### src/sv/tpm_ram.sv
// Generic single-clock RAM, one write port and one registered read port.
module tpm_ram #(
    parameter int WIDTH = 8,
    parameter int DEPTH = 512
) (
    input  logic                     i_clk,
    input  logic                     i_we,
    input  logic [$clog2(DEPTH)-1:0] i_waddr,
    input  logic [WIDTH-1:0]         i_wdata,
    input  logic                     i_re,
    input  logic [$clog2(DEPTH)-1:0] i_raddr,
    output logic [WIDTH-1:0]         o_rdata
);

    logic [WIDTH-1:0] r_mem [DEPTH];
    logic [WIDTH-1:0] r_rdata;

    always_ff @(posedge i_clk) begin
        if (i_we) begin
            r_mem[i_waddr] <= i_wdata;
        end
        if (i_re) begin
            r_rdata <= r_mem[i_raddr];
        end
    end

    assign o_rdata = r_rdata;

endmodule

### config.mk
export PLATFORM = sky130hd
export DESIGN_NAME = tpm_ram
export DESIGN_NICKNAME = d
export VERILOG_FILES = /design/src/sv/tpm_ram.sv
export SDC_FILE = /design/constraint.sdc
export NUM_CORES = 2
export LEC_CHECK = 0
export BUFFER_PORTS_ARGS = -buffer_cell sky130_fd_sc_hd__buf_2
export CORE_MARGIN = 2
export CORE_UTILIZATION = 65
export CTS_BUF_LIST = sky130_fd_sc_hd__clkbuf_16
export CTS_CLUSTER_DIAMETER = 80
export DETAILED_ROUTE_END_ITERATION = 10
export HOLD_SLACK_MARGIN = 0.1
export PLACE_DENSITY = 0.81
export SYNTH_ARGS = -nofsm -noshare
export SYNTH_HDL_FRONTEND = slang
export SYNTH_SLANG_ARGS = --single-unit
### constraint.sdc
create_clock -name i_clk -period 7.3 [get_ports i_clk]
set_input_delay 1.095 -clock i_clk [delete_from_list [all_inputs] [get_ports i_clk]]
set_output_delay 1.095 -clock i_clk [all_outputs]
set_load 0.005 [all_outputs]
==> Yosys cells after proc, flatten, opt, wreduce, memory -nomap -nowiden <==
Memories as Yosys holds them, arrays and structs flattened. A register that Yosys moved wholly into a read port is not among the register bits.
Cells that the tools add are included.
{ "word_totals": {"register_bits": 0, "mem_bits_rw": 4096, "inputBits": 29, "output_inout_bits": 8, "word_cells": 3, "mem_count": 1} }
{ "memory_table": {"columns": ["name", "depth", "word_bits", "read_ports", "rd_clocked_by_memory_dff", "wr", "line", "rtl"], "rows": [
  ["r_mem", 512, 8, 1, 1, 1, "15", "logic [WIDTH-1:0] r_mem [DEPTH];"]
]} }
{ "op_classes": {"mux": 2} }
{ "ops": {"columns": ["op", "n"], "rows": [
  ["1-bit two-way mux", 2]
]} }

==> Logic depth before layout (Yosys ltp) <==
{ "depth": {"depth_word": 2, "mapped_depth": 12, "ltp_nobuf": 7} }

==> Least setup slack after synthesis <==
No wires, ideal clock.
{ "synth_timing": {"kind": "input -> register", "start": "input i_raddr[0]", "end": "register r_rdata[0], in the netlist o_rdata[0], read port of r_mem (data pin)", "setup_ns": 0.257, "t_arrival_ns": 2.949, "required_ns": 7.043, "path_slack_ns": 4.094, "stages": 10, "n_path_buf": 4, "cell_sequence": "buf_4 > buf_12 > buf_12 > buf_2 > mux4_2 > o21ai_0 > nand3_1 > nand4_1 > o21ai_0 > o2111a_1"} }
{ "synth_lines": {"columns": ["element", "line", "rtl"], "rows": [
  ["start, declared", "11", "input logic [$clog2(DEPTH)-1:0] i_raddr,"],
  ["end, declared", "16", "logic [WIDTH-1:0] r_rdata;"]
]} }

==> results.json <==
{
  "synth_top_area_share": 0.770,
  "slew_violations": 0,
  "syn_inst": 8030,
  "synth.avg_cell_area_sq_um": 19.9,
  "drive_above_1_share": 0.169,
  "start_kind": "primary input",
  "totalWireLength_mm": 431,
  "final_common_cell": "edfxtp_1",
  "die_h_um": 500,
  "synth_edf_count": 4104,
  "cts_hold_buf": 0,
  "crit_path_top_delay_cell": "nor4_1",
  "clkSlewWorstSetupHoldPaths_ps": 60,
  "final_cells": 11600,
  "ys_types": 50,
  "dp_hpwl_mm": 238,
  "hold_class": "in -> reg",
  "core_sq_um": 245000,
  "cts_buffer_depth": 4,
  "area_delta_synth_final_pct": 9.85,
  "synthFlopType": "edfxtp_1",
  "cap_violations": 0,
  "worst_pin_slew_ps": 1410,
  "cts_max_level": 5,
  "nets": 8141,
  "ctsResizeCount": 0,
  "placement.io_buffers": 36,
  "cp_max_fo": 67,
  "grt-ovfl-total": 0,
  "wl_per_cell_um": 37.1,
  "power_leakage_nw": 55.8,
  "dieArea_sq_um": 250000,
  "hold_violations": 0,
  "crit_type": "in -> reg",
  "placedCellCount": 10900,
  "final.setup.tns_ps": 0,
  "die_x_um": 500,
  "pin_count": 37,
  "cp_common_cell": "nor4_1",
  "drtIter0Drc": 17000,
  "cts_setup_buffers": 0,
  "vias": 87500,
  "fin_crit_ps": 5670,
  "netlist_area_sq_um": 160000,
  "grt_setup_unrepaired": "no",
  "antenna_found_initial": 20,
  "async_flop_share": 0,
  "fin_util": 0.717,
  "grt_first_pass_wirelength_mm": 614,
  "grt_max_degree": 193,
  "grt_use_total": 0.344,
  "synth_top_area_cell": "edfxtp_1",
  "ys_seq_area_frac": 0.770,
  "relSlewSlack": 0.0456,
  "ir_drop_mv": 0.293,
  "first_global_vias": 85500,
  "ant_nets": 0,
  "fmax_mhz": 176,
  "drt_pre_antenna_iters": 10,
  "powerDensity_nw_per_um2": 275,
  "crit_required_ps": 8170,
  "fin_worst_skew_ps": 77.8,
  "layout_common_cells": "4104 x edfxtp_1, 797 x mux2i_1, 654 x mux4_2, 596 x nor2_1, 404 x clkbuf_16",
  "worstPathCellList": "buf_6, nand2b_4, buf_12, o221ai_1, a21oi_1, nor4_1, nand4_1, nor4_1, o2111a_1",
  "period_share": 0.777,
  "crit_arrival_ps": 6540,
  "drc_errors": 0,
  "routabilityCongestion": 0.919,
  "routed_via_density": 7.52,
  "p_total_mw": 48.3,
  "numCtsBuffers": 398,
  "critPathMaxStageDelay_ps": 1140,
  "clock_latency_ps": 1020,
  "status": "complete, no violations",
  "root_buffer": "clkbuf_16",
  "synthTopCellsByArea": "edfxtp_1 77%, mux4_2 9.2%, mux2i_1 5.0%, o221ai_1 2.0%, nor2_1 1.4%",
  "final-setup-viol-count": 0,
  "tritoncts": "built",
  "synth_nets": 8059,
  "cts.sinks": 4104,
  "row_count": 182,
  "yosys_warnings": 0,
  "setup.worst_path.end_class": "flip-flop",
  "synth-seq-cells": 4104,
  "start_util": 0.652
}
## Yosys cell counts, types with 57 or more instances
| cell | number |
|---|---|
| a22oi_1 | 61 |
| nand2_1 | 111 |
| buf_6 | 64 |
| a21oi_1 | 194 |
| o22ai_1 | 163 |
| edfxtp_1 | 4104 |
| o21ai_0 | 118 |
| nor3_1 | 109 |
| buf_4 | 70 |
| nor2_1 | 597 |
| buf_2 | 57 |
| o221ai_1 | 371 |
| clkbuf_1 | 265 |
| mux2i_1 | 797 |
| mux4_2 | 654 |
## worst paths after layout
path	startpoint	end	slack, ps	cells past startpoint
worst max-delay path	i_raddr[2]	o_rdata[4]$_DFFE_PP_	1630	9
worst min-delay path	i_wdata[1]	r_mem[285][1]$_DFFE_PP_	530	1
worst max register to register	r_mem[274][4]$_DFFE_PP_	o_rdata[4]$_DFFE_PP_	3130	7
worst min register to register	r_mem[334][4]$_DFFE_PP_	o_rdata[4]$_DFFE_PP_	1220	6
## registers in the layout, indices dropped and copies added (netlist names)
name     flops
r_mem     4096
o_rdata      8
## where the power goes
part	total, mW	internal, mW	leakage (nW)	switching [mW]
logic	2.37	0.715	12.6	1.65
registers	26.0	26.0	36.9	0.0194
clock network	20.0	11.2	6.30	8.72
total	48.3	37.9	55.8	10.4
## routing by layer
| metal | GRT usage | share of wire | routed length (um) | vias to the layer above |
|---|---|---|---|---|
| li1 | - | - | - | 33600 |
| met1 | 0.466 | 0.33 | 143000 | 43800 |
| met2 | 0.515 | 0.46 | 198000 | 8543 |
| met3 | 0.0972 | 0.14 | 62200 | 1603 |
| met4 | 0.183 | 0.066 | 28300 | 10 |
| met5 | 0 | 0.00016 | 69 | - |
## per-stage QoR
stage | hold slack [ps] | area [sq um] | setup slack (ps)
after floorplan | 1010 | 160000 | 4090
after global placement | 1220 | 163000 | 879
after detailed placement | 1210 | 163000 | 1170
after CTS | 507 | 176000 | 2150
after global routing | 527 | 176000 | 1860
final | 528 | 176000 | 1630
## critical path: cells and delay by family
family                 cells  cell delay [ps]
and+or+nand+nor            4             3450
AOI/OAI and AO/OA          3             1000
buffers and inverters      2              730
## cell type report
class | instances | area, sq um
diodes | 13 | 32.5
clock buffers | 404 | 10100
clock inverters | 293 | 2290
fillers | 13000 | 69500
inverters | 3 | 18.8
multi-input cells | 3410 | 34000
flip-flops and latches | 4104 | 123000
well taps | 3220 | 4030
repair buffers | 195 | 2020
## kinds of logic after synthesis
| logic type | count (synthesis) | share of synthesized area |
|---|---|---|
| compound gates | 979 | 0.0431 |
| simple gates | 980 | 0.0263 |
| buf+inv | 516 | 0.0185 |
| flops | 4104 | 0.770 |
| mux | 1451 | 0.142 |
Note: power is estimated with default switching activity, not from simulation.
